--- src/rtl/plx_pkg.sv ---
// Shared types, character codes, token kinds and keyword table for the lexer.
// Used by every module of the lexer; depends on nothing.
package plx_pkg;

   // Lexeme text buffer: at least 8 bytes so that "function" can match
   localparam int KEYWORD_MAX_LEN = 7;
   localparam int BUF_LEN         = (KEYWORD_MAX_LEN > 8) ? KEYWORD_MAX_LEN : 8;
   localparam int TEXT_W          = BUF_LEN * 8;
   localparam int KW_LEN_W        = $clog2(BUF_LEN + 1);
   localparam int KW_COUNT        = 28;

   // Result queue
   localparam int QUEUE_DEPTH = 4;
   localparam int QPTR_W      = $clog2(QUEUE_DEPTH);
   localparam int QCNT_W      = $clog2(QUEUE_DEPTH + 1);

   // Field widths
   localparam int CH_W   = 8;
   localparam int KIND_W = 6;
   localparam int LEN_W  = 8;

   // Character codes
   localparam logic [CH_W-1:0] CH_0       = 8'h30;
   localparam logic [CH_W-1:0] CH_9       = 8'h39;
   localparam logic [CH_W-1:0] CH_UPPER_A = 8'h41;
   localparam logic [CH_W-1:0] CH_UPPER_Z = 8'h5A;
   localparam logic [CH_W-1:0] CH_LOWER_A = 8'h61;
   localparam logic [CH_W-1:0] CH_LOWER_Z = 8'h7A;
   localparam logic [CH_W-1:0] CH_PLUS    = 8'h2B;
   localparam logic [CH_W-1:0] CH_MINUS   = 8'h2D;
   localparam logic [CH_W-1:0] CH_STAR    = 8'h2A;
   localparam logic [CH_W-1:0] CH_SLASH   = 8'h2F;
   localparam logic [CH_W-1:0] CH_EQ      = 8'h3D;
   localparam logic [CH_W-1:0] CH_LT      = 8'h3C;
   localparam logic [CH_W-1:0] CH_GT      = 8'h3E;
   localparam logic [CH_W-1:0] CH_COLON   = 8'h3A;
   localparam logic [CH_W-1:0] CH_LPAREN  = 8'h28;
   localparam logic [CH_W-1:0] CH_RPAREN  = 8'h29;
   localparam logic [CH_W-1:0] CH_LBRACK  = 8'h5B;
   localparam logic [CH_W-1:0] CH_RBRACK  = 8'h5D;
   localparam logic [CH_W-1:0] CH_SEMI    = 8'h3B;
   localparam logic [CH_W-1:0] CH_DOT     = 8'h2E;
   localparam logic [CH_W-1:0] CH_COMMA   = 8'h2C;
   localparam logic [CH_W-1:0] CH_SPACE   = 8'h20;
   localparam logic [CH_W-1:0] CH_EOL     = 8'h0A;

   // Token kinds
   localparam logic [KIND_W-1:0] K_ID   = 6'd0;
   localparam logic [KIND_W-1:0] K_NUM  = 6'd1;
   localparam logic [KIND_W-1:0] K_EOF  = 6'd23;
   localparam logic [KIND_W-1:0] K_ERR  = 6'd24;
   // operator states are numbered kind + 3
   localparam logic [KIND_W-1:0] OP_KIND_OFFSET = 6'd3;

   // Automaton states
   typedef enum logic [4:0] {
      ST_START  = 5'd0,
      ST_ID     = 5'd1,
      ST_INT    = 5'd2,
      ST_POINT  = 5'd3,
      ST_REAL   = 5'd4,
      ST_PLUS   = 5'd5,
      ST_MINUS  = 5'd6,
      ST_STAR   = 5'd7,
      ST_SLASH  = 5'd8,
      ST_EQ     = 5'd9,
      ST_LT     = 5'd10,
      ST_NE     = 5'd11,
      ST_LE     = 5'd12,
      ST_GT     = 5'd13,
      ST_GE     = 5'd14,
      ST_COLON  = 5'd15,
      ST_ASSIGN = 5'd16,
      ST_LPAREN = 5'd17,
      ST_RPAREN = 5'd18,
      ST_LBRACK = 5'd19,
      ST_RBRACK = 5'd20,
      ST_SEMI   = 5'd21,
      ST_DOT    = 5'd22,
      ST_COMMA  = 5'd23,
      ST_SPACE  = 5'd24,
      ST_EOL    = 5'd25
   } lexer_state_type;

   // Keyword table: text right-justified, first character in the highest used byte
   localparam logic [TEXT_W-1:0] KW_TEXT [KW_COUNT] = '{
      TEXT_W'("program"), TEXT_W'("type"),    TEXT_W'("record"), TEXT_W'("var"),
      TEXT_W'("function"),TEXT_W'("begin"),   TEXT_W'("end"),    TEXT_W'("of"),
      TEXT_W'("if"),      TEXT_W'("else"),    TEXT_W'("for"),    TEXT_W'("do"),
      TEXT_W'("then"),    TEXT_W'("to"),      TEXT_W'("downto"), TEXT_W'("read"),
      TEXT_W'("readln"),  TEXT_W'("write"),   TEXT_W'("writeln"),TEXT_W'("and"),
      TEXT_W'("or"),      TEXT_W'("not"),     TEXT_W'("xor"),    TEXT_W'("div"),
      TEXT_W'("mod"),     TEXT_W'("integer"), TEXT_W'("real"),   TEXT_W'("boolean")
   };
   localparam logic [KW_LEN_W-1:0] KW_LEN [KW_COUNT] = '{
      KW_LEN_W'(7), KW_LEN_W'(4), KW_LEN_W'(6), KW_LEN_W'(3),
      KW_LEN_W'(8), KW_LEN_W'(5), KW_LEN_W'(3), KW_LEN_W'(2),
      KW_LEN_W'(2), KW_LEN_W'(4), KW_LEN_W'(3), KW_LEN_W'(2),
      KW_LEN_W'(4), KW_LEN_W'(2), KW_LEN_W'(6), KW_LEN_W'(4),
      KW_LEN_W'(6), KW_LEN_W'(5), KW_LEN_W'(7), KW_LEN_W'(3),
      KW_LEN_W'(2), KW_LEN_W'(3), KW_LEN_W'(3), KW_LEN_W'(3),
      KW_LEN_W'(3), KW_LEN_W'(7), KW_LEN_W'(4), KW_LEN_W'(7)
   };
   localparam logic [KIND_W-1:0] KW_KIND [KW_COUNT] = '{
      6'd25, 6'd26, 6'd27, 6'd28, 6'd29, 6'd30, 6'd31, 6'd32,
      6'd33, 6'd34, 6'd35, 6'd36, 6'd37, 6'd38, 6'd39, 6'd40,
      6'd41, 6'd42, 6'd43, 6'd44, 6'd45, 6'd46, 6'd47, 6'd48,
      6'd49, 6'd50, 6'd50, 6'd50
   };

   // One result item
   typedef struct packed {
      logic [KIND_W-1:0] kind;
      logic [LEN_W-1:0]  lexeme_length;
      logic              last;
   } rsp_item_type;

   // Results of one accepted transaction, in order: the lexeme, then end of file
   typedef struct packed {
      logic         lex_vld;
      logic         eof_vld;
      rsp_item_type lex_item;
   } push_type;

endpackage

--- src/rtl/pascal_subset_lexer_core.sv ---
// Top level of the Pascal subset lexer: automaton plus result queue.
// Depends on plx_pkg, plx_step and plx_rsp_queue.
//
//   channel | direction | payload
//   req     | in        | tdata: ch[7:0]; tlast: is_end
//   rsp     | out       | tdata: kind[5:0], lexeme_length[13:6], zero[15:14]; tlast: last
//
// One character transaction is taken per cycle while req_tready is high; the
// automaton and keyword compare settle in the cycle of acceptance; results
// enter a 4-entry queue and are registered there before they appear on rsp.
// An end transaction causes up to two results; these leave one per cycle if rsp is ready.
// req_tready drops while fewer than two queue entries are free (rsp stalls).
// Reset is synchronous and returns the automaton to its start state.
module pascal_subset_lexer_core
   import plx_pkg::*;
(
   input  logic        clock,
   input  logic        reset,
   input  logic        req_tvalid,
   output logic        req_tready,
   input  logic [7:0]  req_tdata,   // [7:0] ch
   input  logic        req_tlast,   // is_end
   output logic        rsp_tvalid,
   input  logic        rsp_tready,
   output logic [15:0] rsp_tdata,   // [5:0] kind, [13:6] lexeme_length, [15:14] zero
   output logic        rsp_tlast    // last
);

   logic         accept;
   push_type     push;
   rsp_item_type out_item;

   assign accept = req_tvalid && req_tready;

   plx_step u_step (
      .clock  (clock),
      .reset  (reset),
      .accept (accept),
      .ch     (req_tdata),
      .is_end (req_tlast),
      .push   (push)
   );

   plx_rsp_queue u_rsp_queue (
      .clock    (clock),
      .reset    (reset),
      .push     (push),
      .room     (req_tready),
      .out_vld  (rsp_tvalid),
      .out_rdy  (rsp_tready),
      .out_item (out_item)
   );

   assign rsp_tdata = {2'b00, out_item.lexeme_length, out_item.kind};
   assign rsp_tlast = out_item.last;

`ifndef SYNTHESIS
   // an end transaction always yields a result in the next cycle
   a_end_gives_rsp: assert property (@(posedge clock) disable iff (reset)
      accept && req_tlast |=> rsp_tvalid)
      else $error("no result after end transaction");

   // two results at once only for an end transaction
   a_two_only_at_end: assert property (@(posedge clock) disable iff (reset)
      push.lex_vld && push.eof_vld |-> req_tlast)
      else $error("double push without end");

   // nothing is pushed without an accepted transaction
   a_push_needs_accept: assert property (@(posedge clock) disable iff (reset)
      (push.lex_vld || push.eof_vld) |-> accept)
      else $error("push without accepted transaction");

   // a lexeme result pushed by a character transaction is the last of it
   a_lex_last: assert property (@(posedge clock) disable iff (reset)
      push.lex_vld && !req_tlast |-> push.lex_item.last)
      else $error("lexeme result not marked last");
`endif

endmodule

--- src/rtl/plx_kw_match.sv ---
// Keyword compare: matches the buffered lexeme text against the keyword table.
// Depends on plx_pkg.
module plx_kw_match
   import plx_pkg::*;
(
   input  logic [TEXT_W-1:0] text,
   input  logic [LEN_W-1:0]  text_count,
   input  logic              no_keyword,
   output logic [KIND_W-1:0] id_kind
);

   // Every keyword is compared in parallel; keyword texts are distinct
   always_comb begin
      logic [TEXT_W-1:0] mask;
      id_kind = K_ID;
      for (int i = 0; i < KW_COUNT; i++) begin
         mask = '0;
         for (int j = 0; j < BUF_LEN; j++) begin
            if (j < int'(KW_LEN[i])) mask[j*8 +: 8] = 8'hFF;
         end
         if (text_count == LEN_W'(KW_LEN[i]) && (text & mask) == KW_TEXT[i]) begin
            id_kind = KW_KIND[i];
         end
      end
      if (no_keyword || text_count > LEN_W'(BUF_LEN)) id_kind = K_ID;
   end

endmodule

--- src/rtl/plx_step.sv ---
// Lexer automaton: state registers, next-state logic and the results of one
// accepted transaction. Depends on plx_pkg and plx_kw_match.
module plx_step
   import plx_pkg::*;
(
   input  logic            clock,
   input  logic            reset,
   input  logic            accept,
   input  logic [CH_W-1:0] ch,
   input  logic            is_end,
   output push_type        push
);

   lexer_state_type   state_ff, state_in;
   logic [TEXT_W-1:0] text_ff, text_in;
   logic [LEN_W-1:0]  count_ff, count_in;
   logic              nokw_ff, nokw_in;

   logic [KIND_W-1:0] id_kind;
   logic [KIND_W-1:0] pend_kind;
   lexer_state_type   cont_nx, start_nx;
   logic              flush;
   logic [LEN_W-1:0]  base_count;
   logic              base_nokw;
   logic              is_digit, is_letter;

   plx_kw_match u_kw_match (
      .text       (text_ff),
      .text_count (count_ff),
      .no_keyword (nokw_ff),
      .id_kind    (id_kind)
   );

   assign is_digit  = (ch >= CH_0) && (ch <= CH_9);
   assign is_letter = ((ch >= CH_UPPER_A) && (ch <= CH_UPPER_Z)) ||
                      ((ch >= CH_LOWER_A) && (ch <= CH_LOWER_Z));

   // Next state when a character starts a lexeme
   always_comb begin
      if (is_letter)     start_nx = ST_ID;
      else if (is_digit) start_nx = ST_INT;
      else begin
         unique case (ch)
            CH_PLUS:   start_nx = ST_PLUS;
            CH_MINUS:  start_nx = ST_MINUS;
            CH_STAR:   start_nx = ST_STAR;
            CH_SLASH:  start_nx = ST_SLASH;
            CH_EQ:     start_nx = ST_EQ;
            CH_LT:     start_nx = ST_LT;
            CH_GT:     start_nx = ST_GT;
            CH_COLON:  start_nx = ST_COLON;
            CH_LPAREN: start_nx = ST_LPAREN;
            CH_RPAREN: start_nx = ST_RPAREN;
            CH_LBRACK: start_nx = ST_LBRACK;
            CH_RBRACK: start_nx = ST_RBRACK;
            CH_SEMI:   start_nx = ST_SEMI;
            CH_DOT:    start_nx = ST_DOT;
            CH_COMMA:  start_nx = ST_COMMA;
            CH_SPACE:  start_nx = ST_SPACE;
            CH_EOL:    start_nx = ST_EOL;
            default:   start_nx = ST_START;
         endcase
      end
   end

   // Next state when a character may extend the pending lexeme; start means it ends
   always_comb begin
      unique case (state_ff)
         ST_ID:    cont_nx = (is_letter || is_digit) ? ST_ID : ST_START;
         ST_INT:   cont_nx = is_digit ? ST_INT : ((ch == CH_DOT) ? ST_POINT : ST_START);
         ST_POINT,
         ST_REAL:  cont_nx = is_digit ? ST_REAL : ST_START;
         ST_LT:    cont_nx = (ch == CH_GT) ? ST_NE : ((ch == CH_EQ) ? ST_LE : ST_START);
         ST_GT:    cont_nx = (ch == CH_EQ) ? ST_GE : ST_START;
         ST_COLON: cont_nx = (ch == CH_EQ) ? ST_ASSIGN : ST_START;
         default:  cont_nx = ST_START;
      endcase
   end

   // Next values of the lexeme registers
   always_comb begin
      flush      = (state_ff != ST_START) && (is_end || cont_nx == ST_START);
      base_count = flush ? '0 : count_ff;
      base_nokw  = flush ? 1'b0 : nokw_ff;
      state_in   = state_ff;
      text_in    = text_ff;
      count_in   = count_ff;
      nokw_in    = nokw_ff;
      if (is_end) begin
         state_in = ST_START;
         count_in = '0;
         nokw_in  = 1'b0;
      end else begin
         state_in = (state_ff != ST_START && !flush) ? cont_nx : start_nx;
         nokw_in  = base_nokw || (state_ff == ST_START || flush) && (start_nx == ST_START);
         if (base_count < LEN_W'(BUF_LEN)) text_in = {text_ff[TEXT_W-CH_W-1:0], ch};
         count_in = (base_count == '1) ? base_count : base_count + LEN_W'(1);
      end
   end

   // Kind of the pending lexeme
   always_comb begin
      unique case (state_ff)
         ST_ID:           pend_kind = id_kind;
         ST_INT, ST_REAL: pend_kind = K_NUM;
         ST_POINT:        pend_kind = K_ERR;
         default: begin
            if (state_ff >= ST_PLUS && state_ff <= ST_EOL)
               pend_kind = KIND_W'(state_ff) - OP_KIND_OFFSET;
            else
               pend_kind = K_ERR;
         end
      endcase
   end

   // Results of this transaction
   always_comb begin
      push.lex_vld                = accept && flush;
      push.eof_vld                = accept && is_end;
      push.lex_item.kind          = pend_kind;
      push.lex_item.lexeme_length = count_ff;
      push.lex_item.last          = !is_end;
   end

   always_ff @(posedge clock) begin
      if (reset) begin
         state_ff <= ST_START;
         count_ff <= '0;
         nokw_ff  <= 1'b0;
      end else if (accept) begin
         state_ff <= state_in;
         count_ff <= count_in;
         nokw_ff  <= nokw_in;
      end
   end

   // text buffer is payload: entries past the count are never compared
   always_ff @(posedge clock) begin
      if (accept) text_ff <= text_in;
   end

endmodule

--- src/rtl/plx_rsp_queue.sv ---
// Result queue: takes up to two results per transaction, sends one per cycle
// while out_rdy is high. Depends on plx_pkg.
module plx_rsp_queue
   import plx_pkg::*;
(
   input  logic         clock,
   input  logic         reset,
   input  push_type     push,
   output logic         room,
   output logic         out_vld,
   input  logic         out_rdy,
   output rsp_item_type out_item
);

   localparam rsp_item_type EOF_ITEM = '{kind: K_EOF, lexeme_length: '0, last: 1'b1};

   rsp_item_type       slot_ff [QUEUE_DEPTH];
   logic [QPTR_W-1:0]  wr_ptr_ff, wr_ptr_in;
   logic [QPTR_W-1:0]  rd_ptr_ff, rd_ptr_in;
   logic [QCNT_W-1:0]  count_ff, count_in;
   logic               pop;
   logic [QCNT_W-1:0]  n_push;

   assign room     = count_ff <= QCNT_W'(QUEUE_DEPTH - 2);
   assign out_vld  = count_ff != '0;
   assign out_item = slot_ff[rd_ptr_ff];
   assign pop      = out_vld && out_rdy;
   assign n_push   = QCNT_W'(push.lex_vld) + QCNT_W'(push.eof_vld);

   // Pointer and fill count update
   always_comb begin
      wr_ptr_in = wr_ptr_ff + QPTR_W'(n_push);
      rd_ptr_in = rd_ptr_ff + QPTR_W'(pop);
      count_in  = count_ff + n_push - QCNT_W'(pop);
   end

   always_ff @(posedge clock) begin
      if (reset) begin
         wr_ptr_ff <= '0;
         rd_ptr_ff <= '0;
         count_ff  <= '0;
      end else begin
         wr_ptr_ff <= wr_ptr_in;
         rd_ptr_ff <= rd_ptr_in;
         count_ff  <= count_in;
      end
   end

   // Lexeme result first, end token behind it
   always_ff @(posedge clock) begin
      if (push.lex_vld) begin
         slot_ff[wr_ptr_ff] <= push.lex_item;
         if (push.eof_vld) slot_ff[wr_ptr_ff + QPTR_W'(1)] <= EOF_ITEM;
      end else if (push.eof_vld) begin
         slot_ff[wr_ptr_ff] <= EOF_ITEM;
      end
   end

endmodule
--- config.mk ---
export PLATFORM = sky130hd
export DESIGN_NAME = pascal_subset_lexer_core
export DESIGN_NICKNAME = d
export VERILOG_FILES = /design/src/rtl/plx_pkg.sv /design/src/rtl/pascal_subset_lexer_core.sv /design/src/rtl/plx_kw_match.sv /design/src/rtl/plx_step.sv /design/src/rtl/plx_rsp_queue.sv
export SDC_FILE = /design/constraint.sdc
export NUM_CORES = 1
export LEC_CHECK = 0
export BUFFER_PORTS_ARGS = -buffer_cell sky130_fd_sc_hd__buf_2
export CAP_MARGIN = 20
export CORE_MARGIN = 10
export CORE_UTILIZATION = 42
export CTS_BUF_LIST = sky130_fd_sc_hd__clkbuf_16
export DETAILED_ROUTE_END_ITERATION = 8
export SLEW_MARGIN = 25
export SYNTH_ARGS = -nofsm -noshare
export SYNTH_HDL_FRONTEND = slang
export SYNTH_SLANG_ARGS = --single-unit
--- constraint.sdc ---
create_clock -name clock -period 20.2 [get_ports clock]
set_input_delay 6.06 -clock clock [delete_from_list [all_inputs] [get_ports clock]]
set_output_delay 6.06 -clock clock [all_outputs]
set_load 0.01 [all_outputs]
==> run summary, run 1 <==
Post-Synth Adder-Cell Area = 2.34%
share of the synthesized area in the top cell type = 24.6%
IO Count = 32
met1 WL = 10.2 mm
clock skew = 0.0126 ns
post-cts gate resize count = 0
clk_lat worst skew = 0.43 ns
die area = 24500 µm²
Post-synth EDFFs = 64
final setup margin = 10.74 ns
Worst-path clk slew = 0.06 ns
routed wire length = 21.3 mm
met2 wire len = 9.50 mm
crit end category = register
post-synthesis compound-gate area fraction = 12.6%
vias in the first global route = 6239
Ant. Diodes = 0
FP Rows = 49
Synth Area in Simple Gates = 31.2%
CP Max Fanout = 22
largest family of logic cells by synthesized area = simple AND/OR/NAND/NOR gates
Hold Path Class = register to register
Peak Freq = 106 MHz
core area = 18100 µm²
placed wire-length estimate = 15.2 mm
Horiz. Die Dim = 156 µm
post-synthesis sequential area ratio = 45.3%
crit path kind = input port to register
hold_buf cts = 0
cell accounting for the most synthesized area = edfxtp_1
Area Overhead vs Synth = 11.8%
status = finished clean
WP data required = 20.52 ns
Leak = 3.02 nW
multi-input logic area = 4080 µm²
CTS Buf Count = 17
gr usage total = 17.7%
CTS tree = done
final antenna-violating net count = 0
wire length on met3 = 1.24 mm
Pwr Density = 96.0 nW/µm²
postcts setup bufs = 0
grt total ovfl = 0
WL/cell = 19.5 µm
count of different cell masters after synthesis = 75
post-DR vias/cell = 6.04
# setup viols final = 0
initial core utilization = 43.1%
Nets = 874
commonest non-fill, non-tap cell in the layout = nand2_1
Peak VDD IR = 0.0000884 V
CP arrival = 9.78 ns
RSZ-0062 raised after global routing = no
largest net degree at the start of global routing = 65
FF/Latch Area = 3540 µm²
via count = 6577
DR iter-0 viols = 524
Post-Syn Instances = 831
final hold violations = 0
clock period minus worst slack = 9.46 ns
die extent in y = 156 µm
#FFs+latches synth = 145
Slew Limit Fails = 0
top layer in use = met4
TritonCTS Sinks = 145
total power = 839 µW
fraction of layout cells with a size suffix above 1 = 12.7%
startpoint types = input port
most frequent cells in the layout = nand2_1 (129), dfxtp_1 (81), edfxtp_1 (64)
first-pass GRT wire length = 34.5 mm
top_reg_cell synth = dfxtp_1
period utilization = 46.8%
# port buffers = 29
fill count = 1725
setup total negative slack = 0 ns
Residual DRC = 0
H-tree levels = 4
initial antenna violation count = 0
Avg Cell Area, Syn = 9.41 µm²
pre-CTS setup slack = 10.41 ns
clk root buf = clkbuf_16
drt pass-1 iters = 5
post-synthesis xor/xnor area fraction = 0.784%
clock buffer depth = 2
Layout Utilization = 48.2%
Rel. slew slack = 35.0%
Synth Cell Area = 7820 µm²
ys async rst share = 0%
routability congestion estimate = 0.930
synth warn = 0
mux share of post-synthesis cell area = 4.98%
max-cap viol count = 0
Synth area leaders = edfxtp_1 (25%), dfxtp_1 (21%), nand2_1 (6.2%)
worst-margin pin slew = 0.972 ns
[worst max-delay path: stages]
cell and delay [ns]:
buf_2 0.29, nor2_1 0.11, a2111oi_0 0.63, o211ai_1 0.24, a31oi_1 0.40, a21oi_1 0.22, nand2_1 0.23, inv_1 0.07
ha_1 0.23, inv_1 0.18, ha_1 0.29, fa_1 0.43, xnor2_1 0.19, xnor2_1 0.14, nor2_1 0.05
[synth_stat cells, types with 4 or more instances]
library cell and count:
nand3_1 33, o22a_1 9, nor4b_1 10, nor4_1 15, and3b_1 7, nor4bb_1 8
and4b_1 6, o21a_1 4, a31oi_1 5, a21oi_1 59, nor3_1 30, clkbuf_1 37
inv_1 15, and2_1 11, o21ai_1 4, nand2b_1 11, xnor2_1 7, a22o_1 7
a211oi_1 5, o21ai_0 13, mux2i_1 4, nand3b_1 6, nor2b_1 24, or2_2 6
edfxtp_1 64, nor2_1 58, mux4_2 15, nand4_1 20, or3b_2 5, nor3b_1 9
or3_1 6, or4_1 15, ha_1 13, o211ai_1 9, dfxtp_1 81, nand2_1 129
nand4b_1 12, and3_1 6
[final cells by class]
cell class	instances	share of cell area, %
sequential	145	40.5
clock inverter	13	1.09
multi-input combinational	631	46.7
tap	229	3.28
clock buffer	19	5.44
inverter	15	0.644
timing repair buffer	37	2.35
[state kept, by name, summed over array words and instances, names as in the netlist]
| name | cells |
|---|---|
| u_rsp_queue.rd_ptr_ff | 2 |
| u_step.count_ff | 8 |
| u_step.nokw_ff | 1 |
| u_rsp_queue.slot_ff | 60 |
| u_rsp_queue.wr_ptr_ff | 2 |
| u_step.text_ff | 64 |
| u_step.state_ff | 5 |
| u_rsp_queue.count_ff | 3 |
[stage by stage]
step	hold WS, ns	cells	instance area (µm²)
finish	0.450	1089	8740
global route	0.464	1089	8740
CTS	0.455	1089	8730
detailed placement	0.446	1057	8160
global placement	0.434	1057	8160
floorplan	0.418	832	7820
[path summary, 6_finish.rpt]
path,start,endpoint,slack [ns],cells after the start
worst min register to register,u_step.text_ff[53],u_step.text_ff[61],0.45,0
worst max-delay path,req_tdata[1],u_rsp_queue.count_ff[2],10.74,15
worst min-delay path,u_step.text_ff[53],u_step.text_ff[61],0.45,0
worst max register to register,u_step.state_ff[0],u_rsp_queue.slot_ff[1][10],15.98,14
[layer usage]
| metal | track usage (%) | up-vias |
|---|---|---|
| met5 | 0 | - |
| met4 | 5.48 | 0 |
| met3 | 3.10 | 28 |
| met2 | 26.6 | 227 |
| met1 | 25.4 | 3172 |
| li1 | - | 3150 |
[kinds of logic after synthesis]
| kind of cell | after synthesis |
|---|---|
| compound gates | 148 |
| fa+ha+maj | 14 |
| simple gates | 440 |
| flops | 145 |
| mux | 20 |
| xor+xnor | 7 |
| buf+inv | 56 |
| other cells | 1 |
[report_power, final]
group          total (mW)  internal [mW]  switching, mW
registers           0.391          0.353         0.0380
clock network       0.304          0.173          0.131
logic               0.144         0.0664         0.0780
(Power assumes the default switching activity.)
==> run 2, diff against run 1 <==
==> constraint.sdc (replaced) <==
create_clock -name clock -period 9.6 [get_ports clock]
set_input_delay 2.88 -clock clock [delete_from_list [all_inputs] [get_ports clock]]
set_output_delay 2.88 -clock clock [all_outputs]
set_load 0.01 [all_outputs]
==> run 2 against run 1 <==
Net effect: global-route usage about the same; critical path type unchanged; clock skew decreased by 0.0032 ns; die area unchanged; clock power increased by 110%; power increased by 110%; first-iteration DRC count increased by 5.5%; register-to-register slack got worse by 11 ns; sequential share of layout area about the same.
==> run summary, run 2 (synthesis gave the netlist of run 1 again) <==
grt total ovfl = 0
clock skew = 0.00933 ns
CP arrival = 6.61 ns
routability congestion estimate = 0.931
fill count = 1691
hold path depth = 0
clk_lat worst skew = 0.43 ns
WP data required = 9.92 ns
vias in the first global route = 6354
fraction of layout cells with a size suffix above 1 = 12.6%
Slew Limit Fails = 0
crit path kind = input port to register
final setup margin = 3.31 ns
FF/Latch Area = 3540 µm²
Residual DRC = 0
Placed Area = 8160 µm²
worst-margin pin slew = 0.960 ns
period utilization = 65.5%
clock buffer depth = 2
Peak VDD IR = 0.000192 V
initial antenna violation count = 0
final hold violations = 0
die area = 24500 µm²
Hold Path Sink = u_step.text_ff[61]
Cell Chain, Critical Path = buf_2 > nor2_1 > a2111oi_0 > o211ai_1 > a31oi_1 > a21oi_1 > nand2_1 > inv_1 > ha_1 > inv_1 > ha_1 > fa_1 > xnor2_1 > xnor2_1 > nor2_1
final antenna-violating net count = 0
Placed Cells = 1057
R2R cell count = 17
Nets = 874
routed wire length = 21.3 mm
HP Start = u_step.text_ff[53]
max-cap viol count = 0
Ant. Diodes = 0
reg2reg setup slack = 5.44 ns
CP Max Fanout = 22
Pwr Density = 203 nW/µm²
hold_buf cts = 0
commonest non-fill, non-tap cell in the layout = nand2_1
status = finished clean
gr usage total = 17.7%
largest registers = u_step.text_ff: 64 flops, u_rsp_queue.slot_ff: 60 flops, u_step.count_ff: 8 flops
pre-CTS setup slack = 2.94 ns
most frequent cells in the layout = nand2_1 (129), dfxtp_1 (81), edfxtp_1 (64)
die extent in y = 156 µm
TritonCTS Sinks = 145
WL/cell = 19.5 µm
RSZ-0062 raised after global routing = no
Hold Slack = 0.449 ns
IO Count = 32
FP Rows = 49
Worst R2R End = u_rsp_queue.count_ff[2]
Most flops, register = u_step.text_ff
H-tree levels = 4
Peak Freq = 159 MHz
Rel. slew slack = 35.9%
first-pass GRT wire length = 34.6 mm
startpoint types = input port
Leak = 3.03 nW
core area = 18100 µm²
# port buffers = 29
Worst-path clk slew = 0.06 ns
drt pass-1 iters = 5
# setup viols final = 0
CP max stage delay = 0.64 ns
crit end category = register
CTS tree = done
reg2reg start = u_step.state_ff[0]
clk root buf = clkbuf_16
DR iter-0 viols = 553
largest net degree at the start of global routing = 65
clock period minus worst slack = 6.29 ns
initial core utilization = 43.1%
post-cts gate resize count = 0
Hold Path Class = register to register
Area Overhead vs Synth = 11.9%
Final Instance Count excl. Fillers = 1089
post-DR vias/cell = 6.06
Largest register FFs = 64
via count = 6601
placed wire-length estimate = 15.2 mm
Critical-path top delay cell = a2111oi_0
CTS Buf Count = 17
multi-input logic area = 4080 µm²
postcts setup bufs = 0
final instance area = 8750 µm²
setup total negative slack = 0 ns
Horiz. Die Dim = 156 µm
-- run 2: power breakdown --
group | total, mW | internal (mW) | switching (mW)
registers | 0.823 | 0.742 | 0.0811
clock network | 0.652 | 0.385 | 0.266
logic | 0.304 | 0.140 | 0.164
-- run 2: worst max path at each step --
stage / start / endpoint / slack, ns / cells after the start
6_report: req_tdata[1] / u_rsp_queue.count_ff[2] / 3.31 / 15
3_3_place_gp: req_tdata[1] / u_rsp_queue.count_ff[2] / 3.05 / 15
4_1_cts: req_tdata[1] / u_rsp_queue.count_ff[2] / 3.38 / 15
3_5_place_dp: req_tdata[1] / u_rsp_queue.count_ff[2] / 2.94 / 15
5_1_grt: req_tdata[1] / u_rsp_queue.count_ff[2] / 2.99 / 15
2_1_floorplan: req_tdata[1] / u_step.text_ff[0] / 0.39 / 9
-- run 2: worst max-delay path: cells and delay by family --
family                   cells  cell delay (ns)
AND/OR/NAND/NOR              3             0.38
buffers and inverters        3             0.53
AO/OA/AOI/OAI                4             1.55
XOR/XNOR                     2             0.33
adder cells (fa/ha/maj)      3             0.93
-- run 2: area by class of cell --
type,instances,area share [%]
inverter,15,0.644
sequential,145,40.5
clock buffer,19,5.43
timing repair buffer,37,2.35
tap,229,3.27
clock inverter,13,1.20
multi-input combinational,631,46.6
-- run 2: per-layer routing --
| layer | track usage (%) | part of all wire (%) |
|---|---|---|
| met3 | 2.74 | 5.1 |
| met2 | 26.1 | 44 |
| met1 | 25.6 | 49 |
| met5 | 0 | 0 |
| met4 | 6.16 | 2.3 |
-- run 2: per-stage QoR --
stage / power (mW) / utilization (%)
3_3_place_gp: 1.13 / 45.0
2_1_floorplan: 1.03 / -
4_1_cts: 1.79 / 48.2
3_5_place_dp: 1.14 / 45.0
5_1_grt: 1.86 / 48.2
6_report: 1.78 / 48.2
